===== src/rtl/brl_pkg.sv =====
// ----------------------------------------------------------------------------
// brl_pkg
// Shared types and constants for the line rasterizer: field widths, register
// map, controller states and the command and status groups between modules.
// ----------------------------------------------------------------------------
package brl_pkg;

   localparam int COORD_BITS = 6;
   localparam int FIELD_BITS = 6;
   localparam int COLOR_BITS = 8;
   localparam int ROWS_BITS  = 7;
   localparam int ERR_BITS   = COORD_BITS + 3;

   localparam int CSR_ADDR_BITS = 2;
   localparam int CSR_DATA_BITS = 32;

   localparam logic [CSR_ADDR_BITS-1:0] REG_SCREEN_ROWS = 2'd0;
   localparam logic [ROWS_BITS-1:0]     SCREEN_ROWS_RESET = 7'd64;

   typedef logic [COORD_BITS-1:0] coord_type;
   typedef logic signed [ERR_BITS-1:0] err_type;

   typedef enum logic [1:0] {
      ST_IDLE,
      ST_END,
      ST_WALK
   } state_type;

   typedef struct packed {
      coord_type              start_x;
      coord_type              start_y;
      coord_type              end_x;
      coord_type              end_y;
      logic [COLOR_BITS-1:0]  color;
   } line_type;

   typedef struct packed {
      logic [FIELD_BITS-1:0]  x;
      logic [FIELD_BITS-1:0]  y;
      logic [COLOR_BITS-1:0]  color;
      logic                   visible;
      logic                   last;
   } pixel_type;

   typedef struct packed {
      logic load;
      logic step;
      logic sel_end;
   } cmd_type;

   typedef struct packed {
      logic is_last;
   } status_type;

endpackage


===== src/rtl/brl_ctrl.sv =====
// ----------------------------------------------------------------------------
// brl_ctrl
// Controller for the line rasterizer: takes a command, presents the end pixel,
// then steps the walk one pixel per accepted beat until the last one.
// ----------------------------------------------------------------------------
module brl_ctrl (
   input  logic                clock,
   input  logic                reset,
   input  logic                req_tvalid,
   output logic                req_tready,
   output logic                rsp_tvalid,
   input  logic                rsp_tready,
   input  brl_pkg::status_type status,
   output brl_pkg::cmd_type    cmd
);
   import brl_pkg::*;

   state_type state_ff;
   state_type state_in;

   always_ff @(posedge clock) begin
      if (reset) begin
         state_ff <= ST_IDLE;
      end else begin
         state_ff <= state_in;
      end
   end

   always_comb begin
      state_in = state_ff;
      case (state_ff)
         ST_IDLE: begin
            if (req_tvalid) begin
               state_in = ST_END;
            end
         end
         ST_END: begin
            if (rsp_tready) begin
               state_in = status.is_last ? ST_IDLE : ST_WALK;
            end
         end
         ST_WALK: begin
            if (rsp_tready && status.is_last) begin
               state_in = ST_IDLE;
            end
         end
         default: begin
            state_in = ST_IDLE;
         end
      endcase
   end

   always_comb begin
      req_tready  = 1'b0;
      rsp_tvalid  = 1'b0;
      cmd.load    = 1'b0;
      cmd.step    = 1'b0;
      cmd.sel_end = 1'b0;
      case (state_ff)
         ST_IDLE: begin
            req_tready = 1'b1;
            cmd.load   = req_tvalid;
         end
         ST_END: begin
            rsp_tvalid  = 1'b1;
            cmd.sel_end = 1'b1;
         end
         ST_WALK: begin
            rsp_tvalid = 1'b1;
            cmd.step   = rsp_tready;
         end
         default: begin
            req_tready = 1'b0;
         end
      endcase
   end

endmodule


===== src/rtl/brl_datapath.sv =====
// ----------------------------------------------------------------------------
// brl_datapath
// Line walk datapath: holds the current point, the end point, the deltas,
// step directions and the error term, and forms the pixel being presented.
// ----------------------------------------------------------------------------
module brl_datapath (
   input  logic                          clock,
   input  brl_pkg::cmd_type              cmd,
   input  brl_pkg::line_type             line,
   input  logic [brl_pkg::ROWS_BITS-1:0] screen_rows,
   output brl_pkg::pixel_type            pixel,
   output brl_pkg::status_type           status
);
   import brl_pkg::*;

   coord_type             x_ff, y_ff, ex_ff, ey_ff, dx_ff, dy_ff;
   coord_type             x_in, y_in, ex_in, ey_in, dx_in, dy_in;
   logic                  sx_ff, sy_ff, sx_in, sy_in;
   err_type               err_ff, err_in;
   logic [COLOR_BITS-1:0] color_ff, color_in;

   err_type   e2, dx_s, dy_s, err_next;
   logic      step_x, step_y;
   coord_type x_next, y_next, out_x, out_y;
   coord_type load_dx, load_dy;

   always_comb begin
      load_dx = (line.end_x > line.start_x) ? line.end_x - line.start_x
                                            : line.start_x - line.end_x;
      load_dy = (line.end_y > line.start_y) ? line.end_y - line.start_y
                                            : line.start_y - line.end_y;
   end

   always_comb begin
      dx_s     = $signed(ERR_BITS'(dx_ff));
      dy_s     = $signed(ERR_BITS'(dy_ff));
      e2       = err_ff <<< 1;
      step_x   = e2 > -dy_s;
      step_y   = e2 < dx_s;
      err_next = err_ff - (step_x ? dy_s : '0) + (step_y ? dx_s : '0);
      x_next   = step_x ? (sx_ff ? x_ff + 1'b1 : x_ff - 1'b1) : x_ff;
      y_next   = step_y ? (sy_ff ? y_ff + 1'b1 : y_ff - 1'b1) : y_ff;
   end

   always_comb begin
      x_in     = x_ff;
      y_in     = y_ff;
      ex_in    = ex_ff;
      ey_in    = ey_ff;
      dx_in    = dx_ff;
      dy_in    = dy_ff;
      sx_in    = sx_ff;
      sy_in    = sy_ff;
      err_in   = err_ff;
      color_in = color_ff;
      if (cmd.load) begin
         x_in     = line.start_x;
         y_in     = line.start_y;
         ex_in    = line.end_x;
         ey_in    = line.end_y;
         dx_in    = load_dx;
         dy_in    = load_dy;
         sx_in    = line.start_x < line.end_x;
         sy_in    = line.start_y < line.end_y;
         err_in   = $signed(ERR_BITS'(load_dx)) - $signed(ERR_BITS'(load_dy));
         color_in = line.color;
      end else if (cmd.step) begin
         x_in   = x_next;
         y_in   = y_next;
         err_in = err_next;
      end
   end

   always_ff @(posedge clock) begin
      x_ff     <= x_in;
      y_ff     <= y_in;
      ex_ff    <= ex_in;
      ey_ff    <= ey_in;
      dx_ff    <= dx_in;
      dy_ff    <= dy_in;
      sx_ff    <= sx_in;
      sy_ff    <= sy_in;
      err_ff   <= err_in;
      color_ff <= color_in;
   end

   always_comb begin
      out_x = cmd.sel_end ? ex_ff : x_ff;
      out_y = cmd.sel_end ? ey_ff : y_ff;
      if (cmd.sel_end) begin
         status.is_last = (x_ff == ex_ff) && (y_ff == ey_ff);
      end else begin
         status.is_last = (x_next == ex_ff) && (y_next == ey_ff);
      end
      pixel.x       = FIELD_BITS'(out_x);
      pixel.y       = FIELD_BITS'(out_y);
      pixel.color   = color_ff;
      pixel.visible = ROWS_BITS'(out_y) < screen_rows;
      pixel.last    = status.is_last;
   end

endmodule


===== src/rtl/bresenham_line_rasterizer.sv =====
// ----------------------------------------------------------------------------
// bresenham_line_rasterizer
// Integer-error line rasterizer with a streaming command input, a streaming
// pixel output and a register port for the display row count.
// ----------------------------------------------------------------------------
// A line command is taken only while the block is idle. The cycle after it is
// taken the end pixel is presented, then the walk from the start pixel follows
// at one pixel per accepted beat, so a command with deltas dx and dy occupies
// max(dx, dy) + 1 output beats. The output fields are held while the pixel beat
// is stalled.
module bresenham_line_rasterizer (
   input  logic        clock,
   input  logic        reset,
   input  logic        req_tvalid,
   output logic        req_tready,
   // start_x[5:0], start_y[11:6], end_x[17:12], end_y[23:18], draw_color[31:24]
   input  logic [31:0] req_tdata,
   output logic        rsp_tvalid,
   input  logic        rsp_tready,
   // pixel_x[5:0], pixel_y[11:6], pixel_color[19:12], visible[20], zero[23:21]
   output logic [23:0] rsp_tdata,
   output logic        rsp_tlast,
   input  logic        csr_psel,
   input  logic        csr_penable,
   input  logic        csr_pwrite,
   input  logic [brl_pkg::CSR_ADDR_BITS-1:0] csr_paddr,
   input  logic [brl_pkg::CSR_DATA_BITS-1:0] csr_pwdata,
   output logic [brl_pkg::CSR_DATA_BITS-1:0] csr_prdata,
   output logic        csr_pready
);
   import brl_pkg::*;

   logic [ROWS_BITS-1:0] screen_rows_ff, screen_rows_in;
   line_type             line;
   pixel_type            pixel;
   cmd_type              cmd;
   status_type           status;
   logic                 csr_write;

   assign csr_pready = 1'b1;
   assign csr_write  = csr_psel && csr_penable && csr_pwrite && csr_pready;

   always_comb begin
      screen_rows_in = screen_rows_ff;
      if (csr_write && (csr_paddr == REG_SCREEN_ROWS)) begin
         screen_rows_in = csr_pwdata[ROWS_BITS-1:0];
      end
   end

   always_ff @(posedge clock) begin
      if (reset) begin
         screen_rows_ff <= SCREEN_ROWS_RESET;
      end else begin
         screen_rows_ff <= screen_rows_in;
      end
   end

   assign csr_prdata = (csr_paddr == REG_SCREEN_ROWS) ?
                       CSR_DATA_BITS'(screen_rows_ff) : '0;

   assign line.start_x = req_tdata[COORD_BITS-1:0];
   assign line.start_y = req_tdata[FIELD_BITS+COORD_BITS-1:FIELD_BITS];
   assign line.end_x   = req_tdata[2*FIELD_BITS+COORD_BITS-1:2*FIELD_BITS];
   assign line.end_y   = req_tdata[3*FIELD_BITS+COORD_BITS-1:3*FIELD_BITS];
   assign line.color   = req_tdata[4*FIELD_BITS+COLOR_BITS-1:4*FIELD_BITS];

   brl_ctrl u_ctrl (
      .clock      (clock),
      .reset      (reset),
      .req_tvalid (req_tvalid),
      .req_tready (req_tready),
      .rsp_tvalid (rsp_tvalid),
      .rsp_tready (rsp_tready),
      .status     (status),
      .cmd        (cmd)
   );

   brl_datapath u_datapath (
      .clock       (clock),
      .cmd         (cmd),
      .line        (line),
      .screen_rows (screen_rows_ff),
      .pixel       (pixel),
      .status      (status)
   );

   assign rsp_tdata = {3'b000, pixel.visible, pixel.color, pixel.y, pixel.x};
   assign rsp_tlast = pixel.last;

   // The block never takes a command while a pixel beat is pending.
   assert property (@(posedge clock) disable iff (reset)
      !(req_tready && rsp_tvalid))
      else $error("command accepted while pixels pending");

   // The first pixel of a command is its end point.
   assert property (@(posedge clock) disable iff (reset)
      (req_tvalid && req_tready) |=>
         (rsp_tvalid && (rsp_tdata[11:0] == $past(req_tdata[23:12]))))
      else $error("first pixel is not the end point");

   // Once the last pixel is taken the block is idle again.
   assert property (@(posedge clock) disable iff (reset)
      (rsp_tvalid && rsp_tready && rsp_tlast) |=> req_tready)
      else $error("block not idle after last pixel");

   // Pixels keep flowing until the last one is taken.
   assert property (@(posedge clock) disable iff (reset)
      (rsp_tvalid && rsp_tready && !rsp_tlast) |=> rsp_tvalid)
      else $error("pixel stream ended without last");

endmodule


===== config.mk =====
export PLATFORM = sky130hd
export DESIGN_NAME = bresenham_line_rasterizer
export DESIGN_NICKNAME = d
export VERILOG_FILES = /design/src/rtl/brl_pkg.sv /design/src/rtl/brl_ctrl.sv /design/src/rtl/brl_datapath.sv /design/src/rtl/bresenham_line_rasterizer.sv
export SDC_FILE = /design/constraint.sdc
export NUM_CORES = 1
export LEC_CHECK = 0
export BUFFER_PORTS_ARGS = -buffer_cell sky130_fd_sc_hd__buf_4
export CORE_ASPECT_RATIO = 1.75
export CORE_MARGIN = 1
export CORE_UTILIZATION = 32
export CTS_CLUSTER_DIAMETER = 150
export DETAILED_ROUTE_END_ITERATION = 8
export GPL_ROUTABILITY_DRIVEN = 1
export PLACE_DENSITY = 0.62
export RECOVER_POWER = 100
export SLEW_MARGIN = 20
export SYNTH_ARGS = -nofsm -noshare
export SYNTH_HDL_FRONTEND = slang
export SYNTH_SLANG_ARGS = --single-unit

===== constraint.sdc =====
create_clock -name clock -period 4.85 [get_ports clock]
set_input_delay 0 -clock clock [delete_from_list [all_inputs] [get_ports clock]]
set_output_delay 0 -clock clock [all_outputs]
set_load 0.1 [all_outputs]

Word level (Yosys, flattened, before mapping)
Cells that the tools add are included.
- shifts and indexed selects: 0
- equal/unequal tests: 9
- $mul: 0
- multiplexer cells: 28
- bitwise logic cells: 0
- div/mod/pow operators: 0
- $lt $le $gt $ge: 7
- add/sub/neg operators: 12
- reduce and logical (&&, ||, !) cells: 11
- operators by type and width (cell ; number):
    6-bit two-way mux ; 14
    6-bit equality test ; 4
    6-bit subtractor ; 4
    9-bit two-way mux ; 2
    6-bit by 1-bit adder with 6-bit output, second input constant ; 2
    6-bit > comparator ; 2
    6-bit less-than comparator ; 2
    6-bit by 1-bit subtractor with 6-bit output, second input constant ; 2
    9-bit adder ; 1
    9-bit > comparator ; 1
    9-bit by 7-bit less-than comparator with 1-bit output ; 1
    6-bit negator with 9-bit output ; 1
    9-bit subtractor ; 1
    2-bit two-way mux ; 4
    6-bit by 7-bit less-than comparator with 1-bit output ; 1
    7-bit two-way mux ; 1
    6-bit by 6-bit subtractor with 7-bit output ; 1
    1-bit logical AND ; 6
    1-bit two-way mux ; 6
    2-bit one-hot mux with 3 select lines ; 1
    2-bit logical NOT ; 2
    2-bit != test, second input constant ; 2
    3-bit AND reduction ; 1
    2-bit by 1-bit equality test with 1-bit output, second input constant ; 1
    other kinds (4) ; 4
- output and inout bits: 60
- input port bits: 73
- memories kept: 0
- memory bits (writable): 0
- word-level logic and storage cells: 79
- ROM bits: 0
- latch bits: 0
- register bits: 64

Longest topological paths before layout
- depth after elaboration: 9
- mapped depth: 22
- gate-level depth less buffers: 21

Hierarchy
From an unflattened synthesis, not the netlist that was laid out.
- cell total of the unflattened synthesis: 629
- area, all modules: 6020.8 sq um
- by module, submodules not included (module ; times used ; area an instance (sq um) ; cells each ; seq. area each (sq um)):
    brl_datapath ; 1 ; 5191.2 ; 537 ; 1621.6
    bresenham_line_rasterizer ; 1 ; 611.8 ; 70 ; 140.1
    brl_ctrl ; 1 ; 217.7 ; 22 ; 40.0

Worst setup path before layout
Ideal clock, no wire load.
- path kind: register to output
- start: register u_ctrl.state_ff[1]
- end: output port rsp_tdata[20]
- required time: 4.850 ns
- stages on the path, launching flop included: 14
- slack: -0.180 ns
- arrival time: 5.030 ns
- path buffers: 2
- path through: dfxtp_1 inv_1 ha_1 buf_1 clkbuf_1 o21ai_0 ha_1 o21ai_1 a21boi_1 o21a_1 o21ai_1 nand2b_1 a21oi_1 or2_1
- longest elaborated chain between the ends: 4
- ends and longest elaborated chain (item ; RTL line ; text):
    start: declaration ; brl_ctrl.sv:18 ; state_type state_ff;
    start signal: assignment ; brl_ctrl.sv:25 ; state_ff <= state_in;
    2-bit by 1-bit equality test with 1-bit output ; brl_ctrl.sv:59 ; case (state_ff)
    1-bit two-way mux ; brl_ctrl.sv:59 ;
    6-bit two-way mux ; brl_datapath.sv:89 ; out_y = cmd.sel_end ? ey_ff : y_ff;
    named net rsp_tdata[7] ; bresenham_line_rasterizer.sv:21 ; output logic [23:0] rsp_tdata,
    6-bit by 7-bit less-than comparator with 1-bit output ; brl_datapath.sv:98 ; pixel.visible = ROWS_BITS'(out_y) < screen_rows;
    end: declaration ; bresenham_line_rasterizer.sv:21 ;
The timed path passes the listed nets, and every way through them passes these cells.

Worst setup path after layout
- start: register u_datapath.dy_ff[0]
- end: register u_datapath.err_ff[7], data pin
- longest elaborated chain between the ends: 7
- ends and longest elaborated chain (item ; RTL line ; text):
    start: declaration ; brl_datapath.sv:16 ; coord_type x_ff, y_ff, ex_ff, ey_ff, dx_ff, dy_ff;
    start signal: assignment ; brl_datapath.sv:80 ; dy_ff <= dy_in;
    6-bit negator with 9-bit output ; brl_datapath.sv:38 ; step_x = e2 > -dy_s;
    9-bit > comparator ; brl_datapath.sv:38 ;
    6-bit two-way mux (*) ; brl_datapath.sv:40 ; err_next = err_ff - (step_x ? dy_s : '0) + (step_y ? dx_s : '0);
    9-bit subtractor (*) ; brl_datapath.sv:40 ;
    9-bit adder (*) ; brl_datapath.sv:40 ;
    9-bit two-way mux (*) ; brl_datapath.sv:67 ; end else if (cmd.step) begin
    9-bit two-way mux (*) ; brl_datapath.sv:56 ; if (cmd.load) begin
    named net u_datapath.err_in[7] ; brl_datapath.sv:19 ; err_type err_ff, err_in;
    end signal: assignment ; brl_datapath.sv:83 ; err_ff <= err_in;
    end: declaration ; brl_datapath.sv:19 ;
Mark *: on every way through the listed nets, which the timed path passes. The rest lies on a longest branch. The select of a mux whose other input is x is not followed.
A chain may end at the register's enable or synchronous reset.

==> flow_summary.json <==
{
  "status": "completed",
  "drtIter0Drc": 149,
  "grt.total_usage_pct": 16.07,
  "tightest_slew_ns": 1.298,
  "synthCells": 629,
  "numCtsBuffers": 9,
  "required_ns": 4.89,
  "antenna_left": 0,
  "synthAdderAreaFrac_pct": 19.11,
  "critPathSlowestCell": "fa_1",
  "drc": 0,
  "synth_xor_area_share_pct": 7.535,
  "ir_drop_uv": 435.7,
  "synth_compound_area_share_pct": 15.01,
  "period_needed_ns": 4.435,
  "dr.pass1.iters": 4,
  "diodes": 0,
  "rows": 65,
  "power_frac_comb_pct": 69.4,
  "synthSimpleGateAreaFrac_pct": 11.98,
  "area_growth_pct": 20.67,
  "clkTransAtPathRegs_ns": 0.06,
  "vias": 4685,
  "p_seq_share_pct": 19.6,
  "grt_pass1_vias": 4825,
  "hold_class": "input port to flop",
  "via_per_inst": 4.742,
  "clk_path_buf_depth": 2,
  "start_util_pct": 32.70,
  "max_stage_delay_ns": 0.50,
  "crit_family": "adder cells",
  "cap_viol_max_count": 0,
  "netlist_area_um2": 5878,
  "clock-sinks": 63,
  "switching_power_mw": 2.862,
  "switching_share_pct": 52.73,
  "cp-start-kind": "flop",
  "die-area_um2": 18940,
  "seq_area_frac_synth_pct": 30.65,
  "end_kind": "flop",
  "utilization_pct": 39.46,
  "cp_cell_sequence": "inv_1 -> ha_1 -> nand2_1 -> xnor2_1 -> ha_1 -> and4b_1 -> nand3_1 -> a31oi_1 -> nand2_1 -> and2_1 -> fa_1 -> inv_1 -> ha_1 -> a21oi_1 -> o21bai_1 -> a21oi_1 -> o21bai_1 -> a21oi_1 -> xnor2_1 -> o21ai_0",
  "post-cts-setup-buffers": 0,
  "htree_num_levels": 3,
  "synth_top_family_by_area": "adder cells",
  "final_layout_size_suffix_gt1_share_pct": 8.621,
  "fp.dieW_um": 104.5,
  "register_area_um2": 1802,
  "critical_path_arrival_ns": 4.48,
  "ios": 133,
  "grt_remaining_overflow": 0,
  "skew_ns": 0.006972,
  "gp_congestion": 0.8927,
  "clk_latency_ns": 0.34,
  "timing.setup.critical_path_class": "flop to flop",
  "tns_ns": 0,
  "holdWs_ns": 0.01733,
  "yosys-mux-area-fraction_pct": 5.087,
  "synth_edf_count": 54,
  "synth-async-reset-ratio_pct": 0,
  "num-fill-cells": 1823,
  "clkPwrFrac_pct": 11.0,
  "critical_path.max_fanout": 7,
  "slew_violations": 0,
  "grt_pass1_wl_mm": 23.36,
  "p_int_mw": 2.566,
  "yosys_warnings": 0,
  "relSlewSlack_pct": 13.39,
  "routed_wl_mm": 14.81,
  "synth-main-ff-cell": "edfxtp_1",
  "nets": 904,
  "cts_tree": "done",
  "critical_path_buf_inv_count": 2,
  "cts-root-buf": "clkbuf_16",
  "grt_start_max_net_pins": 37,
  "fin_crit_sh_pct": 91.45,
  "dp_hpwl_mm": 11.75,
  "rsz0062_at_grt": "no",
  "fmax_mhz": 225.5,
  "antenna_found_initial": 0,
  "finalSetupViolCount": 0,
  "multi_input_area_um2": 3527,
  "ys_ff_latch": 63,
  "routedWlPerCell_um": 14.99,
  "ys_types": 67,
  "numPortBuffers": 78,
  "die_y_um": 181.3,
  "hold_viol": 0,
  "power_density_nw_per_um2": 765.3,
  "leakage_nw": 3.218,
  "core_area_um2": 17970,
  "avgSynthCellArea_um2": 9.345
}
## state kept, by name, summed over array words and instances, names as in the netlist
signal               flops
screen_rows_ff           7
u_ctrl.state_ff          2
u_datapath.color_ff      8
u_datapath.dx_ff         6
u_datapath.dy_ff         6
u_datapath.err_ff        8
u_datapath.ex_ff         6
u_datapath.ey_ff         6
u_datapath.sx_ff         1
u_datapath.sy_ff         1
u_datapath.x_ff          6
u_datapath.y_ff          6
## cells in the final DEF (no fill, tap or decap), drive strengths merged, types with 13 or more instances in the layout
cell / synthesis / final
buf: 31 / 32
ha: 69 / 69
nand2: 38 / 38
fa: 13 / 13
inv: 96 / 97
o21ai: 31 / 31
a21oi: 32 / 32
edfxtp: 54 / 54
nor2: 45 / 45
dlygate4sd3: 0 / 38
conb: 2 / 29
xnor2: 32 / 32
clkbuf: 8 / 63
xor2: 16 / 16
mux2i: 16 / 16
## cell usage after synthesis, types with 2 or more instances
master | count | area share, %
a221o_1 | 4 | 0.68
o211ai_1 | 2 | 0.26
nor2_1 | 44 | 2.8
nand2b_1 | 10 | 1.1
o221ai_1 | 2 | 0.30
o21ai_1 | 10 | 0.85
a211oi_1 | 6 | 0.77
a211o_1 | 4 | 0.60
o21bai_1 | 8 | 1.0
inv_1 | 95 | 6.1
clkbuf_1 | 8 | 0.51
xnor2_1 | 32 | 4.8
a21oi_1 | 32 | 2.7
conb_1 | 2 | 0.13
nand3_1 | 6 | 0.51
dfxtp_1 | 9 | 3.1
o2bb2ai_1 | 2 | 0.30
and3_1 | 5 | 0.53
nor3_1 | 12 | 1.0
or3_1 | 2 | 0.21
fa_1 | 13 | 4.4
ha_1 | 69 | 15
mux2_2 | 8 | 1.5
nand4_1 | 4 | 0.43
o21ai_0 | 21 | 1.8
buf_4 | 29 | 3.7
o31a_1 | 3 | 0.45
a31oi_1 | 4 | 0.43
mux2_1 | 3 | 0.57
o31ai_1 | 2 | 0.26
nand2_1 | 38 | 2.4
o21a_1 | 2 | 0.26
edfxtp_1 | 54 | 28
nor4bb_1 | 2 | 0.34
nor2b_1 | 6 | 0.64
a21o_1 | 8 | 1.0
and2_1 | 8 | 0.85
mux2i_1 | 16 | 2.7
xor2_1 | 16 | 2.4
## layout make-up
class	instances	share of cell area, %
clock buffers	12	3.475
clock inverters	4	0.2999
inverters	96	5.080
multi-input cells	458	49.73
flip-flops and latches	63	25.40
well taps	234	4.128
repair buffers	121	11.89
## path summary, 6_finish.rpt
path                                     startpoint                    to  slack, ns  cells after the start
worst min-delay path                   req_tdata[0]    u_datapath.x_ff[0]       0.02                      3
worst min register to register   u_ctrl.state_ff[1]    u_ctrl.state_ff[1]       0.51                      2
worst max register to register  u_datapath.dy_ff[0]  u_datapath.err_ff[7]       0.41                     20
worst max-delay path            u_datapath.dy_ff[0]  u_datapath.err_ff[7]       0.41                     20
## what timing repair did
| item | CTS | global route |
|---|---|---|
| resized for setup | 0 | 2 |
| endpoints found under the setup margin | 0 | 1 |
| endpoints found under the hold margin | 31 | 0 |
| hold buffers | 38 | 0 |
## worst reg2reg max path: stages (launching register included)
cell      delay (ns)
edfxtp_1        0.41
inv_1           0.12
ha_1            0.22
nand2_1         0.08
xnor2_1         0.13
ha_1            0.32
and4b_1         0.23
nand3_1         0.08
a31oi_1         0.21
nand2_1         0.22
and2_1          0.25
fa_1            0.50
inv_1           0.04
ha_1            0.32
a21oi_1         0.19
o21bai_1        0.10
a21oi_1         0.23
o21bai_1        0.09
a21oi_1         0.18
xnor2_1         0.13
o21ai_0         0.08
## routing by layer
layer  wire, µm  GRT usage (%)  part of all wire [%]
met2       8210          31.18                    55
met4        727          11.31                   4.9
met3        437          2.273                   3.0
met5          0              0                     0
met1       5436          15.09                    37
## power by group through the flow
stage          Clock (mW)  Combinational, mW  Sequential, mW
2_1_floorplan           0               2.98            1.11
3_3_place_gp            0               3.84            1.07
3_5_place_dp            0               3.89            1.07
4_1_cts             0.610               3.93            1.06
5_1_grt             0.626               4.16            1.08
6_report            0.597               3.77            1.06
## stage by stage
step / area, µm² / worst slack (ns) / total power [mW] / instances
6_report: 7093 / 0.4146 / 5.428 / 988
3_5_place_dp: 6639 / 0.3973 / 4.962 / 934
3_3_place_gp: 6639 / 0.4926 / 4.909 / 934
2_1_floorplan: 5979 / 0.1375 / 4.091 / 656
5_1_grt: 7093 / 0.01088 / 5.875 / 988
4_1_cts: 7287 / 0.3793 / 5.609 / 988
## cell families (layout without fill, tap and decap cells)
group / after synthesis / after routing
xor+xnor: 49 / 49
other cells: 2 / 29
mux: 28 / 28
flops: 63 / 63
buf+inv: 135 / 233
fa+ha+maj: 82 / 82
simple gates: 144 / 144
compound gates: 126 / 126
(Power assumes the default switching activity.)
